`src/rtl/core/vps_pkg.sv`:
```
// vps_pkg: shared types, widths and register codes for the Verlet point step.
// No dependencies; used by every module under rtl/core.
package vps_pkg;

   localparam int POS_W       = 24;   // Q16.8 positions
   localparam int VEL_W       = 26;   // position difference, Q18.8
   localparam int COORD_W     = 12;   // pointer coordinates, whole pixels
   localparam int ACCEL_W     = 24;   // Q8.16 acceleration step
   localparam int COEF_W      = 17;   // Q1.16 coefficients
   localparam int PIX_W       = 8;    // touch limit and pick radius
   localparam int SIZE_W      = 13;   // field size in pixels
   localparam int AXES        = 2;
   localparam int ADDR_W      = 5;
   localparam int DATA_W      = 32;
   localparam int QUEUE_DEPTH = 4;

   localparam logic [COEF_W-1:0] ONE_Q16  = COEF_W'(65536);
   localparam logic [SIZE_W-1:0] MIN_SIZE = SIZE_W'(2);

   typedef enum logic [2:0] {
      REG_ACCEL_X = 3'd0,
      REG_ACCEL_Y = 3'd1,
      REG_AIR     = 3'd2,
      REG_BOUNCE  = 3'd3,
      REG_TOUCH   = 3'd4,
      REG_RANGE   = 3'd5,
      REG_WIDTH   = 3'd6,
      REG_HEIGHT  = 3'd7
   } reg_index_type;

   typedef struct packed {
      logic signed [POS_W-1:0] pos_x;
      logic signed [POS_W-1:0] pos_y;
      logic signed [POS_W-1:0] prev_x;
      logic signed [POS_W-1:0] prev_y;
      logic signed [POS_W-1:0] anchor_x;
      logic signed [POS_W-1:0] anchor_y;
      logic                    pinned;
      logic [COORD_W-1:0]      pointer_x;
      logic [COORD_W-1:0]      pointer_y;
      logic [COORD_W-1:0]      pointer_last_x;
      logic [COORD_W-1:0]      pointer_last_y;
      logic                    button_down;
   } req_type;

   typedef struct packed {
      logic signed [POS_W-1:0] new_pos_x;
      logic signed [POS_W-1:0] new_pos_y;
      logic signed [POS_W-1:0] new_prev_x;
      logic signed [POS_W-1:0] new_prev_y;
      logic                    selected;
   } rsp_type;

   typedef struct packed {
      logic signed [ACCEL_W-1:0] accel_step_x;
      logic signed [ACCEL_W-1:0] accel_step_y;
      logic [COEF_W-1:0]         damp_frac;
      logic [COEF_W-1:0]         bounce;
      logic [PIX_W-1:0]          touch_limit;
      logic [PIX_W-1:0]          pick_radius;
      logic [SIZE_W-1:0]         field_width;
      logic [SIZE_W-1:0]         field_height;
   } cfg_type;

   // One classified point, handed from front to back. Index 0 is x, 1 is y.
   typedef struct packed {
      logic [AXES-1:0][POS_W-1:0] pos;
      logic [AXES-1:0][VEL_W-1:0] vel;
      logic [AXES-1:0][POS_W-1:0] anchor;
      logic                       pinned;
      logic                       selected;
   } work_type;

endpackage

```
`src/rtl/core/vps_front.sv`:
```
// vps_front: three-stage front end; pointer pick test and drag velocity.
// Depends on vps_pkg.
module vps_front (
   input  logic              clock,
   input  logic              reset,
   input  vps_pkg::cfg_type  cfg,
   input  logic              req_valid,
   output logic              req_ready,
   input  vps_pkg::req_type  req_data,
   output logic              out_valid,
   input  logic              out_ready,
   output vps_pkg::work_type out_data
);

   localparam int DX_W  = vps_pkg::POS_W + 1;
   localparam int MV_W  = vps_pkg::COORD_W + 1;
   localparam int SQ_W  = 2 * DX_W;
   localparam int SUM_W = 49;
   localparam int RR_W  = 2 * vps_pkg::PIX_W;

   logic en;

   // stage 1
   logic                    v1_ff;
   vps_pkg::req_type        r1_ff;
   logic signed [DX_W-1:0]  dx_ff, dy_ff, dx_in, dy_in;
   logic signed [MV_W-1:0]  cx_ff, cy_ff, cx_in, cy_in;
   logic signed [MV_W-1:0]  mdx, mdy, lim;

   // stage 2
   logic                           v2_ff;
   vps_pkg::req_type               r2_ff;
   logic signed [SQ_W-1:0]         sqx_ff, sqy_ff, sqx_in, sqy_in;
   logic [RR_W-1:0]                rr2_ff, rr2_in;
   logic signed [vps_pkg::VEL_W-1:0] vpx_ff, vpy_ff, vpx_in, vpy_in;
   logic signed [vps_pkg::VEL_W-1:0] vdx_ff, vdy_ff, vdx_in, vdy_in;

   // stage 3
   logic              v3_ff;
   vps_pkg::work_type w3_ff, w3_in;
   logic [SUM_W-1:0]  dist2;
   logic              sel, drag;

   assign en        = !v3_ff || out_ready;
   assign req_ready = en;

   always_comb begin
      dx_in = $signed({req_data.pos_x[vps_pkg::POS_W-1], req_data.pos_x}) -
              $signed({5'b0, req_data.pointer_x, 8'b0});
      dy_in = $signed({req_data.pos_y[vps_pkg::POS_W-1], req_data.pos_y}) -
              $signed({5'b0, req_data.pointer_y, 8'b0});
      mdx   = $signed({1'b0, req_data.pointer_x}) - $signed({1'b0, req_data.pointer_last_x});
      mdy   = $signed({1'b0, req_data.pointer_y}) - $signed({1'b0, req_data.pointer_last_y});
      lim   = $signed({5'b0, cfg.touch_limit});
      cx_in = (mdx > lim) ? lim : ((mdx < -lim) ? -lim : mdx);
      cy_in = (mdy > lim) ? lim : ((mdy < -lim) ? -lim : mdy);
   end

   always_comb begin
      sqx_in = dx_ff * dx_ff;
      sqy_in = dy_ff * dy_ff;
      rr2_in = cfg.pick_radius * cfg.pick_radius;
      vpx_in = vps_pkg::VEL_W'(r1_ff.pos_x) - vps_pkg::VEL_W'(r1_ff.prev_x);
      vpy_in = vps_pkg::VEL_W'(r1_ff.pos_y) - vps_pkg::VEL_W'(r1_ff.prev_y);
      // a dragged point's velocity is the clamped pointer move itself
      vdx_in = vps_pkg::VEL_W'($signed({cx_ff, 8'b0}));
      vdy_in = vps_pkg::VEL_W'($signed({cy_ff, 8'b0}));
   end

   always_comb begin
      dist2 = SUM_W'(sqx_ff[SUM_W-2:0]) + SUM_W'(sqy_ff[SUM_W-2:0]);
      sel   = dist2 < {17'b0, rr2_ff, 16'b0};
      drag  = sel && r2_ff.button_down;
      w3_in.pos[0]    = r2_ff.pos_x;
      w3_in.pos[1]    = r2_ff.pos_y;
      w3_in.vel[0]    = drag ? vdx_ff : vpx_ff;
      w3_in.vel[1]    = drag ? vdy_ff : vpy_ff;
      w3_in.anchor[0] = r2_ff.anchor_x;
      w3_in.anchor[1] = r2_ff.anchor_y;
      w3_in.pinned    = r2_ff.pinned;
      w3_in.selected  = sel;
   end

   always_ff @(posedge clock) begin
      if (reset) begin
         v1_ff <= 1'b0;
         v2_ff <= 1'b0;
         v3_ff <= 1'b0;
      end else if (en) begin
         v1_ff <= req_valid;
         v2_ff <= v1_ff;
         v3_ff <= v2_ff;
      end
   end

   always_ff @(posedge clock) begin
      if (en) begin
         r1_ff  <= req_data;
         dx_ff  <= dx_in;
         dy_ff  <= dy_in;
         cx_ff  <= cx_in;
         cy_ff  <= cy_in;
         r2_ff  <= r1_ff;
         sqx_ff <= sqx_in;
         sqy_ff <= sqy_in;
         rr2_ff <= rr2_in;
         vpx_ff <= vpx_in;
         vpy_ff <= vpy_in;
         vdx_ff <= vdx_in;
         vdy_ff <= vdy_in;
         w3_ff  <= w3_in;
      end
   end

   assign out_valid = v3_ff;
   assign out_data  = w3_ff;

endmodule

```
`config.mk`:
```
export PLATFORM = sky130hd
export DESIGN_NAME = vps_front
export DESIGN_NICKNAME = d
export VERILOG_FILES = /design/src/rtl/core/vps_pkg.sv /design/src/rtl/core/vps_front.sv
export SDC_FILE = /design/constraint.sdc
export NUM_CORES = 2
export LEC_CHECK = 0
export BUFFER_PORTS_ARGS = -buffer_cell sky130_fd_sc_hd__buf_2
export CAP_MARGIN = 5
export CORE_UTILIZATION = 40
export DETAILED_ROUTE_END_ITERATION = 16
export GPL_TIMING_DRIVEN = 0
export PLACE_DENSITY = 0.53
export SETUP_SLACK_MARGIN = 0.05
export SYNTH_ARGS = -nofsm -noshare
export SYNTH_HDL_FRONTEND = slang
export SYNTH_SLANG_ARGS = --single-unit
```
`constraint.sdc`:
```
create_clock -name clock -period 41.8 [get_ports clock]
set_input_delay 4.18 -clock clock [delete_from_list [all_inputs] [get_ports clock]]
set_output_delay 4.18 -clock clock [all_outputs]
set_load 0.01 [all_outputs]
```
; Word-level counts from Yosys, hierarchy flattened
; Cells that the tools add are included.
[op_classes]
n_reduce_logical = 3
shift = 0
n_bitwise = 0
n_addsub = 8
n_mul = 3
div = 0
mux = 6
magnitude_cmp = 5
n_eq_ne = 0
[ops]
columns = cell, count
row1 = multiplier 25 x 25 -> 48 bit, 2
row2 = two-way mux 26 bit, 2
row3 = subtractor 24 x 21 -> 25 bit, 2
row4 = subtractor 24 x 24 -> 25 bit, 2
row5 = adder 48 x 48 -> 49 bit, 1
row6 = less-than comparator 49 x 32 -> 1 bit, 1
row7 = greater-than comparator 13 x 9 -> 1 bit, 2
row8 = less-than comparator 13 bit, 2
row9 = two-way mux 13 bit, 2
row10 = subtractor 12 x 12 -> 13 bit, 2
row11 = multiplier 8 x 8 -> 16 bit, 1
row12 = two-way mux 8 bit, 2
row13 = negator 8 -> 13 bit, 1
row14 = logical AND 1 bit, 1
row15 = zero test 1 bit, 1
row16 = logical OR 1 bit, 1
[word_totals]
mem_bits_ro = 0
input_bits = 322
n_memories = 0
out_inout_bits = 152
reg_bits = 663
word_cells = 65
latchBits = 0
ramBits = 0

; Logic depth before layout (Yosys ltp)
[logic_depth]
depth_word = 4
depth_mapped = 29
mapped_depth_nobuf = 27

; Worst setup path after synthesis
; OpenSTA, ideal clock, no wires.
[synth_timing]
path_kind = input to output
from = input port out_ready
to = output port req_ready
setup_slack_ns = 18.170
path_buffers = 0
cell_stages = 1
t_required_ns = 37.620
arrival_time_ns = 19.450
cell_sequence = nand2b_1
[synth_via]
elab_chain_len = 1
[synth_rtl]
columns = element, line
row1 = start: declaration, vps_front.sv:11  ; input logic out_ready,
row2 = logical OR 1 bit, vps_front.sv:44  ; assign en = !v3_ff || out_ready;
row3 = end: declaration, vps_front.sv:8  ; output logic req_ready,
; Every way passes these cells.

; Final worst setup path
; Ends and elaborated chain as after synthesis.

==> summary.md <==
| Metric | Value |
|---|---|
| H-tree Lvls | 3 |
| Hold Buf Count CTS | 0 |
| Cell variety after synth | 82 |
| DIE WIDTH | around 420 microns |
| GRT Total Usage | 0.2180 |
| # setup viols final | 0 |
| Final hold vios | 0 |
| Fraction of registers with async set/reset | 0 |
| Initial Util | 0.4040 |
| Setup CP Type | in -> out |
| Die Footprint | roughly 0.18 sq mm |
| CP required | 37.62 ns |
| Vias in the first global route | approximately 49000 |
| Fin. max-slew vios | 0 |
| Overflow after GRT | 0 |
| DIE HEIGHT | 418.9 microns |
| Initial DRC Count | roughly 2400 |
| Slew of the pin with the lowest slew margin | roughly 1.1 ns |
| CTS Root Cell | clkbuf_16 |
| Inst Count DP | roughly 9000 |
| Final nets | 8798 |
| Final WL | 184300 microns |
| Most frequent cells in the layout | 1586 x inv_1, 1216 x fa_1, 635 x edfxtp_1 |
| Period minus WS final | between 10 and 15 ns |
| Clk_skew | roughly 0.06 ns |
| DRC Markers | 0 |
| TritonCTS clock tree | done |
| Synth Flop Type | edfxtp_1 |
| Crit path arrival time | about 6.3 ns |
| CTS sink count | about 640 |
| Initial antenna violation count | 18 |
| Fill cells | approximately 16000 |
| Buffers on Ports | between 300 and 400 |
| Max-Cap Viols | 0 |
| Synth Instances | ~6300 |
| Worst-path clk slew | 0.06 ns |
| Synthesized cell area | 0.06953 sq mm |
| HP Class | reg -> reg |
| Via/cell ratio | just under 5 |
| Final Worst Setup Slack | ~31 ns |
| Core ar. | about 0.17 sq mm |
| Commonest non-fill, non-tap cell in the layout | inv_1 |
| Synth warn | 0 |
| DP Area | approximately 0.074 sq mm |
| Setup crit start kind | input port |
| Setup_tns | 0 ns |
| Largest net degree at the start of global routing | 74 |
| RSZ-0062 raised after global routing | false |
| Router iterations before antenna repair | 6 |
| Layout cell share with drive strength beyond 1 | 0.08268 |
| Vias | between 40000 and 50000 |
| Syn Area/Cell | between 10 and 15 sq um |
| Clk Latency, worst-skew pair | 0.73 ns |
| Final GP Congestion | 0.9247 |
| Rows | between 150 and 200 |
| CP max stage cell | nand2b_4 |
| Critical Path End Type | primary output |
| Crit path cell chain | buf_2 > nand2b_4 > buf_16 > buf_16 > buf_12 > buf_2 |
| Crit path max fanout | 71 |
| Final HPWL DP | between 150000 and 200000 microns |
| Peak Freq | between 90 and 100 MHz |
| Post-Syn Nets | between 8000 and 9000 |
| CTS resizes | 0 |
| Synth Register Bits | approximately 640 |
| Post-route insts no fill | 9125 |
| Part of the cycle the worst path needs | 0.2496 |
| Synth-to-Final Area Change | 10.97% |
| Pre-CTS setup slack | 31.34 ns |
| Antenna-violating nets left | 0 |
| Ports | around 470 |
| Max_slew headroom | 0.2397 |
| First-pass GRT wire length | 287000 microns |
| Number of buffers created by CTS | 78 |
| CP max stage delay | 0.66 ns |
| Design area | just under 0.08 sq mm |
| Clock tree buffer depth | 3 |
| Post-synth EDFFs | around 640 |
| Status | completed |
| Avg WL per Cell | around 20 microns |
| Post-synthesis sequential area ratio | 0.2751 |
| Postcts setup bufs | 0 |
[routing by layer]
metal	track usage	vias to the layer above	part of all wire
met5	0	-	0.00094
met4	0.05606	26	0.027
met3	0.04219	222	0.067
met2	0.3653	1250	0.48
met1	0.2887	22920	0.42
li1	-	20590	-
[per-stage QoR]
stage | util | hold slack, ns
3_3_place_gp | 0.4313 | 0.4005
4_1_cts | 0.4482 | 0.4042
3_5_place_dp | 0.4328 | 0.4045
5_1_grt | 0.4482 | 0.4164
2_1_floorplan | - | 0.4003
6_report | 0.4483 | 0.4036
[sequential cells by signal, indices dropped and copies added, names as in the netlist]
signal and flops:
cx_ff 13, cy_ff 13, dx_ff 17, dy_ff 17, out_data 148, out_valid 1, r1_ff 146, r2_ff 98
rr2_ff 15, sqx_ff 46, sqy_ff 46, v1_ff 1, v2_ff 1, vdx_ff 13, vdy_ff 13, vpx_ff 25
vpy_ff 25
[cell families after synthesis]
| logic type | share of synthesized area |
|---|---|
| mux | 0.01179 |
| compound gates | 0.06182 |
| flops | 0.2751 |
| buf+inv | 0.09388 |
| xor+xnor | 0.02905 |
| fa+ha+maj | 0.4421 |
| simple gates | 0.08627 |
[cell type report]
type                            instances  area [sq um]  area share
Antenna cell                            6         15.01   0.0001946
Multi-Input combinational cell       3930         43880      0.5687
Inverter                             1590          5968     0.07735
Clock inverter                         50         649.4    0.008417
Sequential cell                       638         19130      0.2479
Clock buffer                           90          1997     0.02588
Timing Repair Buffer                  371          2067     0.02679
Buffer                                140         559.3    0.007249
Tap cell                             2310          2890     0.03746
[Yosys cell counts (all sizes together), types with 41 or more instances]
master  count  area (sq um)
inv      1586          5953
fa       1216         24340
edfxtp    635         19070
ha        511          6394
nand2     455          1708
nor2      255         957.2
and2      245          1533
xnor2     184          1612
a21oi     183         915.9
o21ai     130         654.4
clkbuf    127         476.7
a21o       94         705.7
nor2b      73         456.7
nor3       48         240.2
xor2       44         385.4
o21a       42         315.3
mux2       41         589.3
[critical path, delay by kind of cell]
family | cells | cell delay (ns)
buffers and inverters | 5 | 1.26
AND/OR/NAND/NOR | 1 | 0.66
[final timing paths]
| check | startpoint | to | slack, ns | cells after the start |
|---|---|---|---|---|
| worst min register to register | cy_ff[4] | vdy_ff[12] | 0.40 | 0 |
| worst min-delay path | cy_ff[4] | vdy_ff[12] | 0.40 | 0 |
| worst max-delay path | out_ready | req_ready | 31.37 | 6 |
| worst max register to register | r1_ff[150] | sqy_ff[46] | 32.19 | 27 |
Power is not shown: default switching activity piles up to over one toggle a cycle in this logic, so the estimate is an artifact.
