$ cat src/rtl/core/vps_pkg.sv
// vps_pkg: shared types, widths and register codes for the Verlet point step.
// No dependencies; used by every module under rtl/core.
package vps_pkg;

   localparam int POS_W       = 24;   // Q16.8 positions
   localparam int VEL_W       = 26;   // position difference, Q18.8
   localparam int COORD_W     = 12;   // pointer coordinates, whole pixels
   localparam int ACCEL_W     = 24;   // Q8.16 acceleration step
   localparam int COEF_W      = 17;   // Q1.16 coefficients
   localparam int PIX_W       = 8;    // touch limit and pick radius
   localparam int SIZE_W      = 13;   // field size in pixels
   localparam int AXES        = 2;
   localparam int ADDR_W      = 5;
   localparam int DATA_W      = 32;
   localparam int QUEUE_DEPTH = 4;

   localparam logic [COEF_W-1:0] ONE_Q16  = COEF_W'(65536);
   localparam logic [SIZE_W-1:0] MIN_SIZE = SIZE_W'(2);

   typedef enum logic [2:0] {
      REG_ACCEL_X = 3'd0,
      REG_ACCEL_Y = 3'd1,
      REG_AIR     = 3'd2,
      REG_BOUNCE  = 3'd3,
      REG_TOUCH   = 3'd4,
      REG_RANGE   = 3'd5,
      REG_WIDTH   = 3'd6,
      REG_HEIGHT  = 3'd7
   } reg_index_type;

   typedef struct packed {
      logic signed [POS_W-1:0] pos_x;
      logic signed [POS_W-1:0] pos_y;
      logic signed [POS_W-1:0] prev_x;
      logic signed [POS_W-1:0] prev_y;
      logic signed [POS_W-1:0] anchor_x;
      logic signed [POS_W-1:0] anchor_y;
      logic                    pinned;
      logic [COORD_W-1:0]      pointer_x;
      logic [COORD_W-1:0]      pointer_y;
      logic [COORD_W-1:0]      pointer_last_x;
      logic [COORD_W-1:0]      pointer_last_y;
      logic                    button_down;
   } req_type;

   typedef struct packed {
      logic signed [POS_W-1:0] new_pos_x;
      logic signed [POS_W-1:0] new_pos_y;
      logic signed [POS_W-1:0] new_prev_x;
      logic signed [POS_W-1:0] new_prev_y;
      logic                    selected;
   } rsp_type;

   typedef struct packed {
      logic signed [ACCEL_W-1:0] accel_step_x;
      logic signed [ACCEL_W-1:0] accel_step_y;
      logic [COEF_W-1:0]         damp_frac;
      logic [COEF_W-1:0]         bounce;
      logic [PIX_W-1:0]          touch_limit;
      logic [PIX_W-1:0]          pick_radius;
      logic [SIZE_W-1:0]         field_width;
      logic [SIZE_W-1:0]         field_height;
   } cfg_type;

   // One classified point, handed from front to back. Index 0 is x, 1 is y.
   typedef struct packed {
      logic [AXES-1:0][POS_W-1:0] pos;
      logic [AXES-1:0][VEL_W-1:0] vel;
      logic [AXES-1:0][POS_W-1:0] anchor;
      logic                       pinned;
      logic                       selected;
   } work_type;

endpackage

$ cat src/rtl/core/vps_csr.sv
// vps_csr: APB-style register file for the Verlet point step.
// Depends on vps_pkg.
module vps_csr (
   input  logic                       clock,
   input  logic                       reset,
   input  logic                       psel,
   input  logic                       penable,
   input  logic                       pwrite,
   input  logic [vps_pkg::ADDR_W-1:0] paddr,
   input  logic [vps_pkg::DATA_W-1:0] pwdata,
   output logic [vps_pkg::DATA_W-1:0] prdata,
   output logic                       pready,
   output vps_pkg::cfg_type           cfg
);

   vps_pkg::cfg_type       cfg_ff, cfg_in;
   vps_pkg::reg_index_type index;
   logic                   wr_en;
   logic [vps_pkg::COEF_W-1:0] coef_wr;
   logic [vps_pkg::SIZE_W-1:0] size_wr;

   assign index   = vps_pkg::reg_index_type'(paddr[4:2]);
   assign wr_en   = psel & penable & pwrite;
   assign pready  = 1'b1;
   assign coef_wr = (pwdata[vps_pkg::COEF_W-1:0] > vps_pkg::ONE_Q16) ?
                    vps_pkg::ONE_Q16 : pwdata[vps_pkg::COEF_W-1:0];
   assign size_wr = (pwdata[vps_pkg::SIZE_W-1:0] < vps_pkg::MIN_SIZE) ?
                    vps_pkg::MIN_SIZE : pwdata[vps_pkg::SIZE_W-1:0];

   always_comb begin
      cfg_in = cfg_ff;
      if (wr_en) begin
         case (index)
            vps_pkg::REG_ACCEL_X: cfg_in.accel_step_x = pwdata[vps_pkg::ACCEL_W-1:0];
            vps_pkg::REG_ACCEL_Y: cfg_in.accel_step_y = pwdata[vps_pkg::ACCEL_W-1:0];
            vps_pkg::REG_AIR:     cfg_in.damp_frac    = coef_wr;
            vps_pkg::REG_BOUNCE:  cfg_in.bounce       = coef_wr;
            vps_pkg::REG_TOUCH:   cfg_in.touch_limit  = pwdata[vps_pkg::PIX_W-1:0];
            vps_pkg::REG_RANGE:   cfg_in.pick_radius  = pwdata[vps_pkg::PIX_W-1:0];
            vps_pkg::REG_WIDTH:   cfg_in.field_width  = size_wr;
            vps_pkg::REG_HEIGHT:  cfg_in.field_height = size_wr;
            default:              cfg_in = cfg_ff;
         endcase
      end
   end

   always_ff @(posedge clock) begin
      if (reset) begin
         cfg_ff.accel_step_x <= '0;
         cfg_ff.accel_step_y <= '0;
         cfg_ff.damp_frac    <= '0;
         cfg_ff.bounce       <= vps_pkg::COEF_W'(32768);
         cfg_ff.touch_limit  <= vps_pkg::PIX_W'(10);
         cfg_ff.pick_radius  <= vps_pkg::PIX_W'(20);
         cfg_ff.field_width  <= vps_pkg::SIZE_W'(800);
         cfg_ff.field_height <= vps_pkg::SIZE_W'(600);
      end else begin
         cfg_ff <= cfg_in;
      end
   end

   always_comb begin
      case (index)
         vps_pkg::REG_ACCEL_X: prdata = vps_pkg::DATA_W'(cfg_ff.accel_step_x);
         vps_pkg::REG_ACCEL_Y: prdata = vps_pkg::DATA_W'(cfg_ff.accel_step_y);
         vps_pkg::REG_AIR:     prdata = vps_pkg::DATA_W'(cfg_ff.damp_frac);
         vps_pkg::REG_BOUNCE:  prdata = vps_pkg::DATA_W'(cfg_ff.bounce);
         vps_pkg::REG_TOUCH:   prdata = vps_pkg::DATA_W'(cfg_ff.touch_limit);
         vps_pkg::REG_RANGE:   prdata = vps_pkg::DATA_W'(cfg_ff.pick_radius);
         vps_pkg::REG_WIDTH:   prdata = vps_pkg::DATA_W'(cfg_ff.field_width);
         vps_pkg::REG_HEIGHT:  prdata = vps_pkg::DATA_W'(cfg_ff.field_height);
         default:              prdata = '0;
      endcase
   end

   assign cfg = cfg_ff;

endmodule

$ cat config.mk
export PLATFORM = sky130hd
export DESIGN_NAME = vps_csr
export DESIGN_NICKNAME = d
export VERILOG_FILES = /design/src/rtl/core/vps_pkg.sv /design/src/rtl/core/vps_csr.sv
export SDC_FILE = /design/constraint.sdc
export NUM_CORES = 1
export LEC_CHECK = 0
export ABC_AREA = 1
export BUFFER_PORTS_ARGS = -buffer_cell sky130_fd_sc_hd__buf_4
export CAP_MARGIN = 10
export CELL_PAD_IN_SITES_DETAIL_PLACEMENT = 1
export CELL_PAD_IN_SITES_GLOBAL_PLACEMENT = 1
export CORE_MARGIN = 2
export CORE_UTILIZATION = 34
export DETAILED_ROUTE_END_ITERATION = 16
export HOLD_SLACK_MARGIN = 0.06
export PLACE_DENSITY = 0.77
export SLEW_MARGIN = 5
export SYNTH_ARGS = -nofsm -noshare
export SYNTH_HDL_FRONTEND = slang
export SYNTH_SLANG_ARGS = --single-unit
$ cat constraint.sdc
create_clock -name clock -period 1.3 [get_ports clock]
set_input_delay 0.13 -clock clock [delete_from_list [all_inputs] [get_ports clock]]
set_output_delay 0.13 -clock clock [all_outputs]
set_load 0.005 [all_outputs]
After elaboration in Yosys (flattened, before gate mapping):

Index checks and enable logic that the tools add are counted.

* $lt $le $gt $ge: 2
* eq/ne operators: 7
* multiplexer cells: 3
* bitwise gates (word level): 2
* reduce and logical (&&, ||, !) cells: 9

Operators with widths (count)
* $pmux W32 S8: 1
* $gt A17 B17 Y1 const B: 1
* $mux W17: 1
* $reduce_and A2 Y1: 8
* $lt A13 B2 Y1 const B: 1
* $mux W13: 1
* $eq A3 B3 Y1 const B: 4
* $eq A3 B2 Y1 const B: 2
* $eq A3 B1 Y1 const B: 1
* $logic_not A3 Y1: 1
* $and A1 B1 Y1: 2

* register bits: 124
* bits of input ports: 42
* output and inout port bits: 157
* word-level logic and storage cells: 31

Logic depth before layout (Yosys ltp):

* depth after elaboration: 3
* depth in mapped cells: 9
* mapped depth without buffers: 7

Worst setup path after synthesis:

No wires, ideal clock.

* kind: input to register
* start: input pwdata[2] in the netlist's numbering
* end: register cfg_ff (netlist bit cfg[44])
* setup time: 0.070 ns
* arrival: 0.982 ns
* data required time: 1.230 ns
* slack: 0.248 ns
* stages: 9
* path buffers: 2
* cell sequence: clkbuf_1 -> nor2_1 -> nand2_1 -> nor2_2 -> nand2_1 -> nand2_2 -> buf_6 -> nand2_1 -> a21oi_1

* word-level cells in the longest chain between the ends: 2

RTL lines
* start, declared: line vps_csr.sv:10 `input logic [vps_pkg::DATA_W-1:0] pwdata,`
* $gt A17 B17 Y1: line vps_csr.sv:25 `assign coef_wr = (pwdata[vps_pkg::COEF_W-1:0] > vps_pkg::ONE_Q16) ?`
* $mux W17 (*): line vps_csr.sv:25
* end signal, assigned: line vps_csr.sv:58 `cfg_ff <= cfg_in;`
* end, declared: line vps_csr.sv:16 `vps_pkg::cfg_type cfg_ff, cfg_in;`

Mark *: on every way between the ends. The rest lies on a longest branch, timed or not.
A chain may end at the register's enable or synchronous reset.

Worst setup path after layout:

* start: register cfg_ff (netlist bit cfg[49])
* end: output prdata[7] in the netlist's numbering

* word-level cells in the longest chain between the ends: 1

RTL lines
* $pmux W32 S8: line vps_csr.sv:63 `case (index)`
* end, declared: line vps_csr.sv:11 `output logic [vps_pkg::DATA_W-1:0] prdata,`

Every way passes these cells.

==> impl_metrics.csv <==
group,metric,value,unit
sta,period_needed,1470,ps
setup_path,cp_max_fo,3,
hold_path,min_path_type,"input pin to flip-flop",
synth,synthMostInstantiatedCell,"nor2_1",
setup_path,slowest_delay,340,ps
outcome,failed_checks,"setup timing",
place,io_buffer_count,187,
floorplan,die-area,0.0167,mm2
synth,synth_edf_count,0,
pwr,switching_share,24.0,%
setup_path,r2r_slack,460,ps
sta,setup_slack,-165,ps
setup_path,rr_worst_depth,3,
floorplan,coreArea,0.0153,mm2
synth,synth_area_leaders,"dfxtp_1 47%, o21ai_0 9.9%, nor2_1 9.0%",
routing,drtPass1Iterations,4,
sta,max_freq,683,MHz
synth,ys.flop_type,"dfxtp_1",
place,dpl-instance-area,0.00721,mm2
routing,drc,0,
synth,syn_nets,769,
setup_path,r2r_end,"cfg[10]",
global_routing,grt_max_degree,80,
pwr,powerDensity,1050,mW/mm2
routing,drtIter0Drc,348,
clock_network,cts_root_buf,"clkbuf_16",
synth,synth_top_area_share,46.5,%
floorplan,initial_core_util,35.0,%
setup_path,cp.required,1170,ps
clock_network,cts_tree,"yes",
pwr,combPwrFrac,9.4,%
finish,layout.nets,1033,
sta,finalMaxSlewViolations,0,
hold_path,min_from,"pwdata[8]",
clock_network,clk-insertion-delay-late,420,ps
floorplan,die_h,129,um
floorplan,rows,45,
routing,ant_nets,0,
hold_path,hold_depth,3,
hold_path,holdPathEnd,"cfg[108]",
synth,async_flop_share,0,%
sta,hold_violations,0,
sta,fin_hold_ws,104,ps
finish,nFillCells,1873,
global_routing,gr-usage-all-layers,27.7,%
pwr,switchingPower,0.00215,W
synth,ys_ff_latch,124,
finish,layout-drive-gt1-share,43.3,%
sta,fin_crit_sh,113,%
clock_network,path_clk_slew,50,ps
synth,yosys_warnings,0,
floorplan,ios,199,
pwr,power_frac_clock,47.0,%
clock_network,clock_path_buffers,2,
sta,rsz0062_at_grt,"true",
finish,largest_reg_flops,124,
outcome,status,"finished, violations left",
job,drv_cap,0,
synth,synth_common_cells,"128 x nor2_1, 124 x dfxtp_1, 117 x nand2_1, 106 x o21ai_0, 66 x a21oi_1",
finish,design_area,0.00850,mm2
synth,syn_avg_cell_area,7.34,um2
synth,syn-cell-area,0.00534,mm2
global_routing,grt_pass1_wl,35.1,mm
setup_path,r2r-start,"cfg[10]",
global_routing,grt_pass1_vias,6183,
pwr,p_int,0.00680,W
setup_path,crit_path_start_kind,"flip-flop",
global_routing,overflow,0,
place,dp_hpwl,15.9,mm
synth,synth_cells,727,
finish,syn_to_final_growth,59.3,%
setup_path,crit_path_end_kind,"output pin",
synth,yosys.area.top_type,"dfxtp_1",
setup_path,cp_data_arrival_time,1340,ps
setup_path,critPathKind,"flip-flop to output pin",
routing,routed-via-count,6221,
clock_network,cts_buffers,17,
sta,skew,0,ps
clock_network,htreeDepth,4,
pwr,max-vdd-ir-drop,988,uV
pwr,seq_power_share,43.6,%
place,gp_congestion,0.843,
sta,setup_viol,21,
synth,ys_seq_area_share,46.5,%
finish,diodes,0,
pwr,total_leakage_power,3.98,nW
setup_path,path_cells,"nand2_2, o21ai_2, nor2_1, nand4_1, buf_4",
global_routing,antenna_found_initial,0,
setup_path,critPathSlowestCell,"dfxtp_2",
place,dp_slack,-172,ps
clock_network,clkSinkCount,124,
synth,synth.distinct_cells,25,
routing,post_drt_wl_per_cell,19.4,um
floorplan,die_x,129,um
routing,routed_wl,23.5,mm
routing,via_per_inst,5.14,
## worst max path at each step
stage | to | cells after the start | startpoint | slack [ps]
floorplan | cfg[44] | 9 | pwdata[2] | 250
global placement | prdata[5] | 7 | paddr[4] | -140
detailed placement | prdata[5] | 7 | paddr[2] | -170
CTS | prdata[12] | 5 | cfg[54] | -150
global route | prdata[7] | 5 | cfg[49] | -220
finish | prdata[7] | 5 | cfg[49] | -170
## area by class of cell
| type | instances | area [um2] | share of cell area [%] |
|---|---|---|---|
| Timing Repair Buffer | 294 | 2380 | 28.1 |
| Clock buffer | 24 | 492 | 5.78 |
| Multi-Input combinational cell | 503 | 2590 | 30.4 |
| Tap cell | 211 | 264 | 3.11 |
| Inverter | 50 | 199 | 2.34 |
| Clock inverter | 3 | 15.0 | 0.177 |
| Sequential cell | 124 | 2550 | 30.0 |
| Timing Repair inverter | 1 | 7.51 | 0.0883 |
## through the flow
| stage | util [%] | TNS [ps] | cells | power, W |
|---|---|---|---|---|
| 2_1_floorplan | - | 0 | 727 | 0.00424 |
| 3_3_place_gp | 47.3 | -4000 | 1134 | 0.00467 |
| 3_5_place_dp | 47.3 | -6370 | 1134 | 0.00468 |
| 4_1_cts | 54.7 | -1500 | 1206 | 0.00891 |
| 5_1_grt | 55.7 | -2750 | 1210 | 0.00921 |
| 6_report | 55.7 | -1480 | 1210 | 0.00895 |
## power by group through the flow
stage,combinational (W),clock [W],sequential (W)
6_report,0.000842,0.00421,0.00390
5_1_grt,0.000903,0.00441,0.00390
4_1_cts,0.000815,0.00420,0.00390
3_5_place_dp,0.000704,0,0.00398
3_3_place_gp,0.000694,0,0.00398
2_1_floorplan,0.000274,0,0.00397
## cell families after synthesis
kind of cell,Yosys count,share of synthesized area (%)
and+or+nand+nor,291,23.2
AOI/OAI and AO/OA,210,21.0
DFF,124,46.5
buffers and inverters,101,9.21
other,1,0.0703
## cells in the final DEF, fill, tap and decap left out, types with 16 or more instances in the layout
master / count
nand2_1: 107
buf_6: 16
inv_1: 27
nor2_1: 118
clkbuf_16: 17
buf_4: 255
dfxtp_2: 46
o21ai_1: 16
dfxtp_1: 75
dlygate4sd3_1: 17
o21ai_0: 98
inv_2: 20
a21oi_1: 65
## per-layer routing
layer,track usage [%],routed length [um],part of all wire (%),vias up
met5,0,0,0,-
met4,8.38,475,2.0,0
li1,-,-,-,2923
met2,45.5,11400,49,191
met1,37.1,10600,45,3073
met3,5.28,1010,4.3,34
## timing repair
item                                    in CTS  in global routing
hold endpoints to repair                    45                  0
cloned                                       2                  0
resized for setup                           99                 49
endpoints found under the setup margin      32                 32
pin swaps                                   49                 28
hold buffers                                17                  0
setup buffers                               26                  4
## critical path, delay by kind of cell (launching register included)
kind / cells / cell delay (ps)
buffers and inverters: 1 / 160
DFF: 1 / 340
and+or+nand+nor: 3 / 330
AOI/OAI and AO/OA: 1 / 80
(Power assumes the default switching activity.)
