$ cat src/rtl/core/vps_pkg.sv
// vps_pkg: shared types, widths and register codes for the Verlet point step.
// No dependencies; used by every module under rtl/core.
package vps_pkg;

   localparam int POS_W       = 24;   // Q16.8 positions
   localparam int VEL_W       = 26;   // position difference, Q18.8
   localparam int COORD_W     = 12;   // pointer coordinates, whole pixels
   localparam int ACCEL_W     = 24;   // Q8.16 acceleration step
   localparam int COEF_W      = 17;   // Q1.16 coefficients
   localparam int PIX_W       = 8;    // touch limit and pick radius
   localparam int SIZE_W      = 13;   // field size in pixels
   localparam int AXES        = 2;
   localparam int ADDR_W      = 5;
   localparam int DATA_W      = 32;
   localparam int QUEUE_DEPTH = 4;

   localparam logic [COEF_W-1:0] ONE_Q16  = COEF_W'(65536);
   localparam logic [SIZE_W-1:0] MIN_SIZE = SIZE_W'(2);

   typedef enum logic [2:0] {
      REG_ACCEL_X = 3'd0,
      REG_ACCEL_Y = 3'd1,
      REG_AIR     = 3'd2,
      REG_BOUNCE  = 3'd3,
      REG_TOUCH   = 3'd4,
      REG_RANGE   = 3'd5,
      REG_WIDTH   = 3'd6,
      REG_HEIGHT  = 3'd7
   } reg_index_type;

   typedef struct packed {
      logic signed [POS_W-1:0] pos_x;
      logic signed [POS_W-1:0] pos_y;
      logic signed [POS_W-1:0] prev_x;
      logic signed [POS_W-1:0] prev_y;
      logic signed [POS_W-1:0] anchor_x;
      logic signed [POS_W-1:0] anchor_y;
      logic                    pinned;
      logic [COORD_W-1:0]      pointer_x;
      logic [COORD_W-1:0]      pointer_y;
      logic [COORD_W-1:0]      pointer_last_x;
      logic [COORD_W-1:0]      pointer_last_y;
      logic                    button_down;
   } req_type;

   typedef struct packed {
      logic signed [POS_W-1:0] new_pos_x;
      logic signed [POS_W-1:0] new_pos_y;
      logic signed [POS_W-1:0] new_prev_x;
      logic signed [POS_W-1:0] new_prev_y;
      logic                    selected;
   } rsp_type;

   typedef struct packed {
      logic signed [ACCEL_W-1:0] accel_step_x;
      logic signed [ACCEL_W-1:0] accel_step_y;
      logic [COEF_W-1:0]         damp_frac;
      logic [COEF_W-1:0]         bounce;
      logic [PIX_W-1:0]          touch_limit;
      logic [PIX_W-1:0]          pick_radius;
      logic [SIZE_W-1:0]         field_width;
      logic [SIZE_W-1:0]         field_height;
   } cfg_type;

   // One classified point, handed from front to back. Index 0 is x, 1 is y.
   typedef struct packed {
      logic [AXES-1:0][POS_W-1:0] pos;
      logic [AXES-1:0][VEL_W-1:0] vel;
      logic [AXES-1:0][POS_W-1:0] anchor;
      logic                       pinned;
      logic                       selected;
   } work_type;

endpackage

$ cat src/rtl/core/vps_queue.sv
// vps_queue: small flop-based FIFO between front and back.
// Depends on vps_pkg.
module vps_queue #(
   parameter int DEPTH = vps_pkg::QUEUE_DEPTH
) (
   input  logic              clock,
   input  logic              reset,
   input  logic              in_valid,
   output logic              in_ready,
   input  vps_pkg::work_type in_data,
   output logic              out_valid,
   input  logic              out_ready,
   output vps_pkg::work_type out_data
);

   localparam int PTR_W = (DEPTH > 1) ? $clog2(DEPTH) : 1;
   localparam int CNT_W = $clog2(DEPTH + 1);

   vps_pkg::work_type  mem [DEPTH];
   logic [PTR_W-1:0]   wr_ptr_ff, wr_ptr_in, rd_ptr_ff, rd_ptr_in;
   logic [CNT_W-1:0]   count_ff, count_in;
   logic               push, pop;

   assign in_ready  = count_ff != CNT_W'(DEPTH);
   assign out_valid = count_ff != '0;
   assign push      = in_valid && in_ready;
   assign pop       = out_valid && out_ready;
   assign out_data  = mem[rd_ptr_ff];

   always_comb begin
      wr_ptr_in = wr_ptr_ff;
      rd_ptr_in = rd_ptr_ff;
      count_in  = count_ff;
      if (push) begin
         wr_ptr_in = (wr_ptr_ff == PTR_W'(DEPTH - 1)) ? '0 : wr_ptr_ff + 1'b1;
      end
      if (pop) begin
         rd_ptr_in = (rd_ptr_ff == PTR_W'(DEPTH - 1)) ? '0 : rd_ptr_ff + 1'b1;
      end
      if (push && !pop) begin
         count_in = count_ff + 1'b1;
      end else if (pop && !push) begin
         count_in = count_ff - 1'b1;
      end
   end

   always_ff @(posedge clock) begin
      if (reset) begin
         wr_ptr_ff <= '0;
         rd_ptr_ff <= '0;
         count_ff  <= '0;
      end else begin
         wr_ptr_ff <= wr_ptr_in;
         rd_ptr_ff <= rd_ptr_in;
         count_ff  <= count_in;
      end
   end

   always_ff @(posedge clock) begin
      if (push) begin
         mem[wr_ptr_ff] <= in_data;
      end
   end

endmodule

$ cat config.mk
export PLATFORM = sky130hd
export DESIGN_NAME = vps_queue
export DESIGN_NICKNAME = d
export VERILOG_FILES = /design/src/rtl/core/vps_pkg.sv /design/src/rtl/core/vps_queue.sv
export SDC_FILE = /design/constraint.sdc
export NUM_CORES = 1
export LEC_CHECK = 0
export BUFFER_PORTS_ARGS = -buffer_cell sky130_fd_sc_hd__buf_2
export CAP_MARGIN = 20
export CORE_ASPECT_RATIO = 0.7
export CORE_MARGIN = 2
export CORE_UTILIZATION = 45
export DETAILED_ROUTE_END_ITERATION = 10
export GPL_ROUTABILITY_DRIVEN = 0
export SETUP_SLACK_MARGIN = 0.4
export SYNTH_ARGS = -nofsm -noshare
export SYNTH_HDL_FRONTEND = slang
export SYNTH_SLANG_ARGS = --single-unit
export TNS_END_PERCENT = 30
$ cat constraint.sdc
create_clock -name clock -period 3.9 [get_ports clock]
set_clock_uncertainty 0.2 [all_clocks]
set_input_delay 0.39 -clock clock [delete_from_list [all_inputs] [get_ports clock]]
set_output_delay 0.39 -clock clock [all_outputs]
set_load 0.01 [all_outputs]
; Yosys cells after proc, flatten, opt, wreduce, memory -nomap -nowiden
; Memories as Yosys holds them, arrays and structs flattened. A register that Yosys moved wholly into a read port is not among the register bits.
; Cells that the tools add are included.
[op_classes]
addsub = 4
n_mul = 0
div_mod_pow = 0
n_lt_le_gt_ge = 0
eq_ne = 3
n_shift = 0
mux = 8
bitwise_logic = 0
n_reduce_logical = 8
[op_table]
columns = operator, count
row1 = 2-bit two-way mux, 4
row2 = 3-bit two-way mux, 2
row3 = "2-bit by 1-bit adder with 2-bit output, second input constant", 2
row4 = "2-bit == test, second input constant", 2
row5 = 1-bit logical AND, 4
row6 = "3-bit by 1-bit adder with 3-bit output, second input constant", 1
row7 = "3-bit != test, second input constant", 1
row8 = 3-bit nonzero test, 1
row9 = "3-bit by 1-bit subtractor with 3-bit output, second input constant", 1
row10 = 1-bit logical NOT, 2
row11 = 1-bit two-way mux, 2
row12 = 2-bit nonzero test, 1
[totals]
ff_bits = 7
latchBits = 0
ram_bits = 600
mem_bits_ro = 0
output_inout_bits = 152
elab_cells = 27
n_memories = 1
[memory_table]
columns = name, depth, width, rd, rd_ports_with_merged_regs, wr, line_no
row1 = mem, 4, 150, 1, 1, 1, vps_queue.sv:19  ; vps_pkg::work_type mem [DEPTH];

; Depth between registers and ports, before layout
; Gate-level depths: netlist of run 1.
[depth]
word_depth = 6
mapped_depth = 9
ltp_nobuf = 8

; Worst setup path after synthesis of run 1
; No wires, ideal clock.
[synth_timing]
path_kind = register to register
start = reg count_ff[0]
end = mem mem[0][0] (netlist name), enable pin
setup_time_ns = 0.443
arrival_time_ns = 2.567
t_required_ns = 3.257
slack_ns = 0.689
path_stages_with_launch = 4
synth_period_minus_slack_ns = 3.211
cell_sequence = dfxtp_1 or3b_1 clkbuf_2 and3_2
[synth_between]
elab_chain_len = 4
[synth_rtl]
columns = element, line_no
row1 = start: declaration, vps_queue.sv:21  ; logic [CNT_W-1:0] count_ff, count_in;
row2 = start signal: assignment, vps_queue.sv:55  ; count_ff <= count_in;
row3 = 3-bit != test, vps_queue.sv:24  ; assign in_ready = count_ff != CNT_W'(DEPTH);
row4 = via in_ready, vps_queue.sv:9  ; output logic in_ready,
row5 = 1-bit logical AND, vps_queue.sv:26  ; assign push = in_valid && in_ready;
row6 = 1-bit two-way mux, vps_queue.sv:60  ; if (push) begin
row7 = 1-bit two-way mux (implied by the code), vps_queue.sv:61  ; mem[wr_ptr_ff] <= in_data;
row8 = end: declaration, vps_queue.sv:19
; The timed path passes the listed nets, and every way through them passes these cells.

==> qor.yml, run 1 <==
status:
  status: "finished clean"
clocking:
  cts.path.max_buffers: 3
  clock-sinks: 609
  cts_max_level: 2
  cts_tree: "yes"
  cts_setup_buffers: 0
  root_buffer: "clkbuf_16"
  cts_buffers: 56
  worst_skew_pair.late_latency_ns: 0.59
  clk_pin_slew_ns: 0.06
layout:
  regArea_um2: 18200
  multiInputGateArea_um2: 3680
  area_growth_pct: 26.7
  fin_util_pct: 58.1
  final_layout_size_suffix_gt1_share_pct: 41.5
  fillers: 3546
  final_nets: 1501
route:
  routed_wl_um: 44000
  drc: 0
  ant_nets: 0
  drt_iter0_markers: 801
  dr_total_vias: 10500
  vias_per_cell: 5.14
  wl_per_cell_um: 21.6
  firstDrtPassIters: 6
grt:
  grt_use_total_pct: 17.4
  overflow: 0
  grt_max_degree: 74
  grt_pass1_wl_um: 67000
  grt_pass1_vias: 11300
  antenna_found_initial: 6
logic_synthesis:
  yosysTopAreaCell: "edfxtp_1"
  ys_seq_elements: 609
  synthArstFlopShare_pct: 0
  synth_nets: 993
  synth.area.top_cells: "edfxtp_1, mux4_2, dfxtp_1"
  avgSynthCellArea_um2: 26.6
  synthesis.area_um2: 22100
  ys.flop_type: "edfxtp_1"
  ys_seq_area_share_pct: 82.3
  yosysTopAreaCellShare_pct: 81.5
  synth_cell_types: 26
  synth_edf_count: 600
  synthCells: 832
  synth_common_cells: "edfxtp_1, mux4_2, buf_2, buf_6, dfxtp_1"
  yosysMostFrequentCell: "edfxtp_1"
  yosysWarningCount: 0
power_and_ir_drop:
  power_density_nw_per_um2: 609
  leakagePower_nw: 9.42
  ir_drop_v: 0.000450
worst_setup_path:
  reg2reg_to: "count_ff[2]$_SDFFE_PP0P_"
  cp.required_ns: 3.31
  crit_slowest_cell: "dfxtp_4"
  endpoint_kind: "primary output"
  rr_startpoint: "count_ff[0]$_SDFFE_PP0P_"
  arrival_ns: 2.47
  cp_top_family: "flip-flops"
  worstSetupEndpoint: "out_data[1]"
  start_kind: "flop"
  r2r_slack_ns: 1.32
  cp_num_buf_inv: 2
  worst-path-stages: 3
  crit_fanout: 39
  r2r_cells: 7
  path_cells: "buf_12, mux4_2, buf_2"
  worst_path_largest_cell_delay_ns: 0.73
  path_class: "reg2out"
place:
  dp_worst_setup_slack_ns: 1.31
  dp_hpwl_um: 26600
  io_buffer_count: 305
die:
  coreArea_um2: 48200
  rows: 67
  io_pins: 306
  die_x_um: 269
  die_h_um: 189
  die_area_um2: 51000
  initial_utilization_pct: 45.9
timing:
  slew_headroom_pct: 43.6
  final.setup.worst_slack_ns: 0.836
  finalCritPeriodShare_pct: 78.6
  timing.fmax_mhz: 326
  hold_viol: 0
  holdWs_ns: 0.299
  drv_slew: 0
  period_minus_slack_ns: 3.06
  worstMarginPinSlew_ns: 0.847
  final.setup.tns_ns: 0
  rsz0062_at_grt: "false"
  setup_viol: 0
hold_path:
  worstHoldPathType: "reg2reg"
flow_run:
  max_cap_violations: 0
## layout by cell type (no fill, tap or decap), types with 4 or more instances in the layout
cell type / n
and3_4: 4
buf_12: 17
buf_2: 305
buf_4: 11
bufinv_16: 8
clkbuf_1: 9
clkbuf_16: 57
clkinv_1: 8
clkinv_2: 9
dfxtp_1: 7
diode_2: 5
dlygate4sd3_1: 153
edfxtp_1: 600
ha_1: 6
mux4_2: 150
## cell type report
cell class                 instances  share of cell area [%]
tap                              655                    2.93
sequential                       609                    65.0
clock inverter                    29                    1.24
inverter                           3                  0.0402
antenna                            5                  0.0447
clock buffer                      66                    5.21
multi-input combinational        184                    13.1
timing repair buffer             486                    12.4
## flip-flops by register name, indices dropped and copies added, names as in the netlist, named ones only
name and count:
count_ff 3, mem 600, rd_ptr_ff 2, wr_ptr_ff 2
## report_power, final
part	internal, mW	switching [mW]
Sequential	7.92	0.220
Clock	3.18	2.26
Combinational	1.67	1.80
Total	12.8	4.27
## tightest hold or removal path: stages, from the launching register on
cell and delay [ns]:
dfxtp_1 0.32, nand2_1 0.06, a21oi_1 0.07
## worst min-delay path by stage
stage	start	end	slack, ns	depth (start not counted)
after detailed placement	rd_ptr_ff[0]$_SDFFE_PP0P_	flop	0.28	2
after floorplan	rd_ptr_ff[0]$_SDFFE_PP0P_	flop	0.26	2
after global placement	rd_ptr_ff[0]$_SDFFE_PP0P_	flop	0.30	2
after global routing	rd_ptr_ff[0]$_SDFFE_PP0P_	flop	0.33	2
after CTS	rd_ptr_ff[0]$_SDFFE_PP0P_	flop	0.30	2
final	rd_ptr_ff[0]$_SDFFE_PP0P_	flop	0.30	2
## what timing repair did
item	4_1_cts	5_1_grt
endpoints found under the hold margin	609	0
resized for setup	0	0
hold buffers	153	0
## metrics by stage
stage / area [µm²] / total power, mW / std cells
3_5_place_dp: 24700 / 11.7 / 1784
5_1_grt: 28000 / 17.8 / 2036
3_3_place_gp: 24700 / 11.7 / 1784
6_report: 28000 / 17.0 / 2037
2_1_floorplan: 22100 / 10.3 / 832
4_1_cts: 28000 / 17.3 / 2032
## cell families (layout without fill, tap and decap cells)
kind of cell               Yosys count  after routing  share of synthesized area [%]
other                                0              5                              0
adders and majority gates            7              7                          0.430
xor gates and xnor gates             2              2                         0.0792
and+or+nand+nor                     17             17                          0.481
muxes                              153            153                           15.4
AOI/OAI and AO/OA                    5              5                          0.158
DFF                                609            609                           82.3
buffers and inverters               39            584                           1.14
## metal layers
metal	share of wire (%)	track usage, %	vias up	wire length (µm)
li1	-	-	4634	-
met1	44	24.2	5513	19100
met2	48	27.6	256	21000
met3	7.0	4.96	58	3080
met4	1.8	4.32	2	785
met5	0.030	0	-	13
Note: power is estimated with default switching activity, not from simulation.
==> run 2, diff against run 1 <==
ABC_AREA = 1   (was default)
PLACE_DENSITY = 0.67   (was default)
clock period = 2.67 ns   (was 3.9 ns; I/O delays follow)
==> run 2 against run 1 <==
Compared with the run above: area after synthesis grew 2.1%; critical path depth grew 2; die area grew 2.1%; cell count grew 36%; critical path type unchanged; critical endpoint is now out_data[109].
==> qor.yml, run 2 <==
clocking:
  clk_pin_slew_ns: 0.06
  cts_tree: "yes"
  cts_max_level: 2
  cts.path.max_buffers: 3
  clock-sinks: 609
  cts_buffers: 55
  worst_skew_pair.late_latency_ns: 0.59
  root_buffer: "clkbuf_16"
logic_synthesis:
  synth_nets: 1680
  ys_seq_elements: 609
  synth.area.top_cells: "edfxtp_1, nor2_1, o22ai_1"
  synthCells: 1519
  synth_edf_count: 600
  synthesis.area_um2: 22600
  yosysTopAreaCell: "edfxtp_1"
  yosysTopAreaCellShare_pct: 79.8
  avgSynthCellArea_um2: 14.9
  ys.flop_type: "edfxtp_1"
  ys_seq_area_share_pct: 80.6
  yosysMostFrequentCell: "edfxtp_1"
  yosysWarningCount: 0
  synth_common_cells: "edfxtp_1, nor2_1, o21ai_0, o21ai_1, o22ai_1"
  synthArstFlopShare_pct: 0
  synth_cell_types: 22
layout:
  top_register: "mem"
  fin_util_pct: 61.6
  final_layout_size_suffix_gt1_share_pct: 27.5
  reg.largest.list: "mem (600), count_ff (3)"
  final_nets: 2211
  layout_commonest_cell: "edfxtp_1"
  largest_register_ff_count: 600
  layout_common_cells: "edfxtp_1, buf_2, nor2_1, dlygate4sd3_1, o21ai_1"
  area_growth_pct: 34.8
timing:
  hold_viol: 0
  slew_headroom_pct: 59.9
  period_minus_slack_ns: 2.42
  rsz0062_at_grt: "true"
  timing.fmax_mhz: 413
  drv_slew: 0
  final.setup.tns_ns: 0
  worstMarginPinSlew_ns: 0.602
  holdWs_ns: 0.181
  finalCritPeriodShare_pct: 90.8
  setup_viol: 0
worst_setup_path:
  rr_startpoint: "count_ff[1]$_SDFFE_PP0P_"
  endpoint_kind: "primary output"
  start_kind: "flop"
  r2r_cells: 9
  cp.required_ns: 2.20
  path_class: "reg2out"
  reg2reg_to: "count_ff[1]$_SDFFE_PP0P_"
  arrival_ns: 1.96
  r2r_slack_ns: 0.62
  crit_fanout: 7
  worstSetupEndpoint: "out_data[109]"
die:
  die_x_um: 272
  initial_utilization_pct: 45.7
  die_area_um2: 52000
  rows: 68
  coreArea_um2: 49400
  io_pins: 306
  die_h_um: 191
grt:
  use_met1_pct: 27.6
  use_met3_pct: 4.79
  antenna_found_initial: 9
  busiest_layer: "met2"
  grt_pass1_vias: 14600
  grt_use_total_pct: 20.7
  overflow: 0
  grt_pass1_wl_um: 83200
  grtUsageMet2_pct: 34.5
  grt_max_degree: 80
route:
  wl_per_cell_um: 22.7
  dr_total_vias: 15100
  vias_per_cell: 5.47
  routed_wl_um: 62800
  drt_iter0_markers: 1619
  ant_nets: 0
  drc: 0
  firstDrtPassIters: 7
power_and_ir_drop:
  leakagePower_nw: 10.8
  power_switching_mw: 10.2
  pwr-share-seq_pct: 39.0
  pwr-share-clk_pct: 25.1
  power_mw: 30.6
  intPower_mw: 20.5
  p_sw_share_pct: 33.1
  share_comb_of_total_power_pct: 35.9
  power_density_nw_per_um2: 1010
  ir_drop_v: 0.000734
status:
  status: "finished clean"
hold_path:
  worstHoldPathType: "in2reg"
place:
  io_buffer_count: 305
  dp_hpwl_um: 28200
flow_run:
  max_cap_violations: 0
==> run 2: cell families (layout without fill, tap and decap cells) <==
group	Yosys count	after routing	share of synthesized area, %
AO/OA/AOI/OAI	454	454	10.9
XOR/XNOR	1	1	0.0388
adder cells (fa/ha/maj)	7	7	0.421
buffers and inverters	114	689	2.46
flip-flops	609	609	80.6
other	0	6	0
AND/OR/NAND/NOR	334	334	5.61
==> run 2: worst min path at each step <==
stage               cells past startpoint                  endpoint  startpoint  slack [ns]
floorplan                               1  count_ff[0]$_SDFFE_PP0P_       reset        0.13
global placement                        2  count_ff[0]$_SDFFE_PP0P_       reset        0.24
detailed placement                      2  count_ff[0]$_SDFFE_PP0P_       reset        0.24
CTS                                     3  count_ff[0]$_SDFFE_PP0P_       reset        0.15
global route                            3  count_ff[0]$_SDFFE_PP0P_       reset        0.18
finish                                  3  count_ff[0]$_SDFFE_PP0P_       reset        0.18
==> run 2: worst max-delay path, stage by stage (launching register included) <==
cell       delay, ns
dfxtp_4         0.52
buf_12          0.20
clkbuf_16       0.17
o21ai_0         0.10
o22ai_1         0.19
buf_2           0.18
==> run 2: timing repair <==
action                                 in CTS  in global routing
hold buffers                              153                  0
cloned                                     11                 41
pin swaps                                   7                 36
setup endpoints to repair                 150                150
resized for setup                          33                158
setup buffers                              13                 14
endpoints found under the hold margin     609                  0
==> run 2: layout make-up <==
class | count | area (µm²)
antenna | 6 | 15.0
clock inverter | 36 | 290
tap | 665 | 832
fill | 3580 | 19000
multi-input combinational | 796 | 4180
timing repair buffer | 568 | 5300
clock buffer | 65 | 1460
inverter | 16 | 98.8
timing repair inverter | 4 | 56.3
sequential | 609 | 18200
==> run 2: stage by stage <==
step	instance area [µm²]	cells	setup slack, ns
6_report	30400	2765	0.246
5_1_grt	30400	2763	0.163
4_1_cts	28900	2704	0.168
3_5_place_dp	25000	2426	0.518
3_3_place_gp	25000	2426	0.557
2_1_floorplan	22600	1519	-0.853
==> run 2: routing by layer <==
metal,up-vias,wire length [µm]
met5,-,41
met4,6,1130
met3,76,5320
met2,641,30300
met1,7569,26000
li1,6845,-
==> run 2: power by group through the flow <==
| stage | clock network, mW | logic (mW) | registers, mW |
|---|---|---|---|
| after floorplan | 0 | 4.50 | 12.1 |
| after global placement | 0 | 7.55 | 12.1 |
| after detailed placement | 0 | 7.67 | 12.2 |
| after CTS | 7.82 | 8.85 | 11.9 |
| after global routing | 8.22 | 11.7 | 12.0 |
| final | 7.70 | 11.0 | 11.9 |
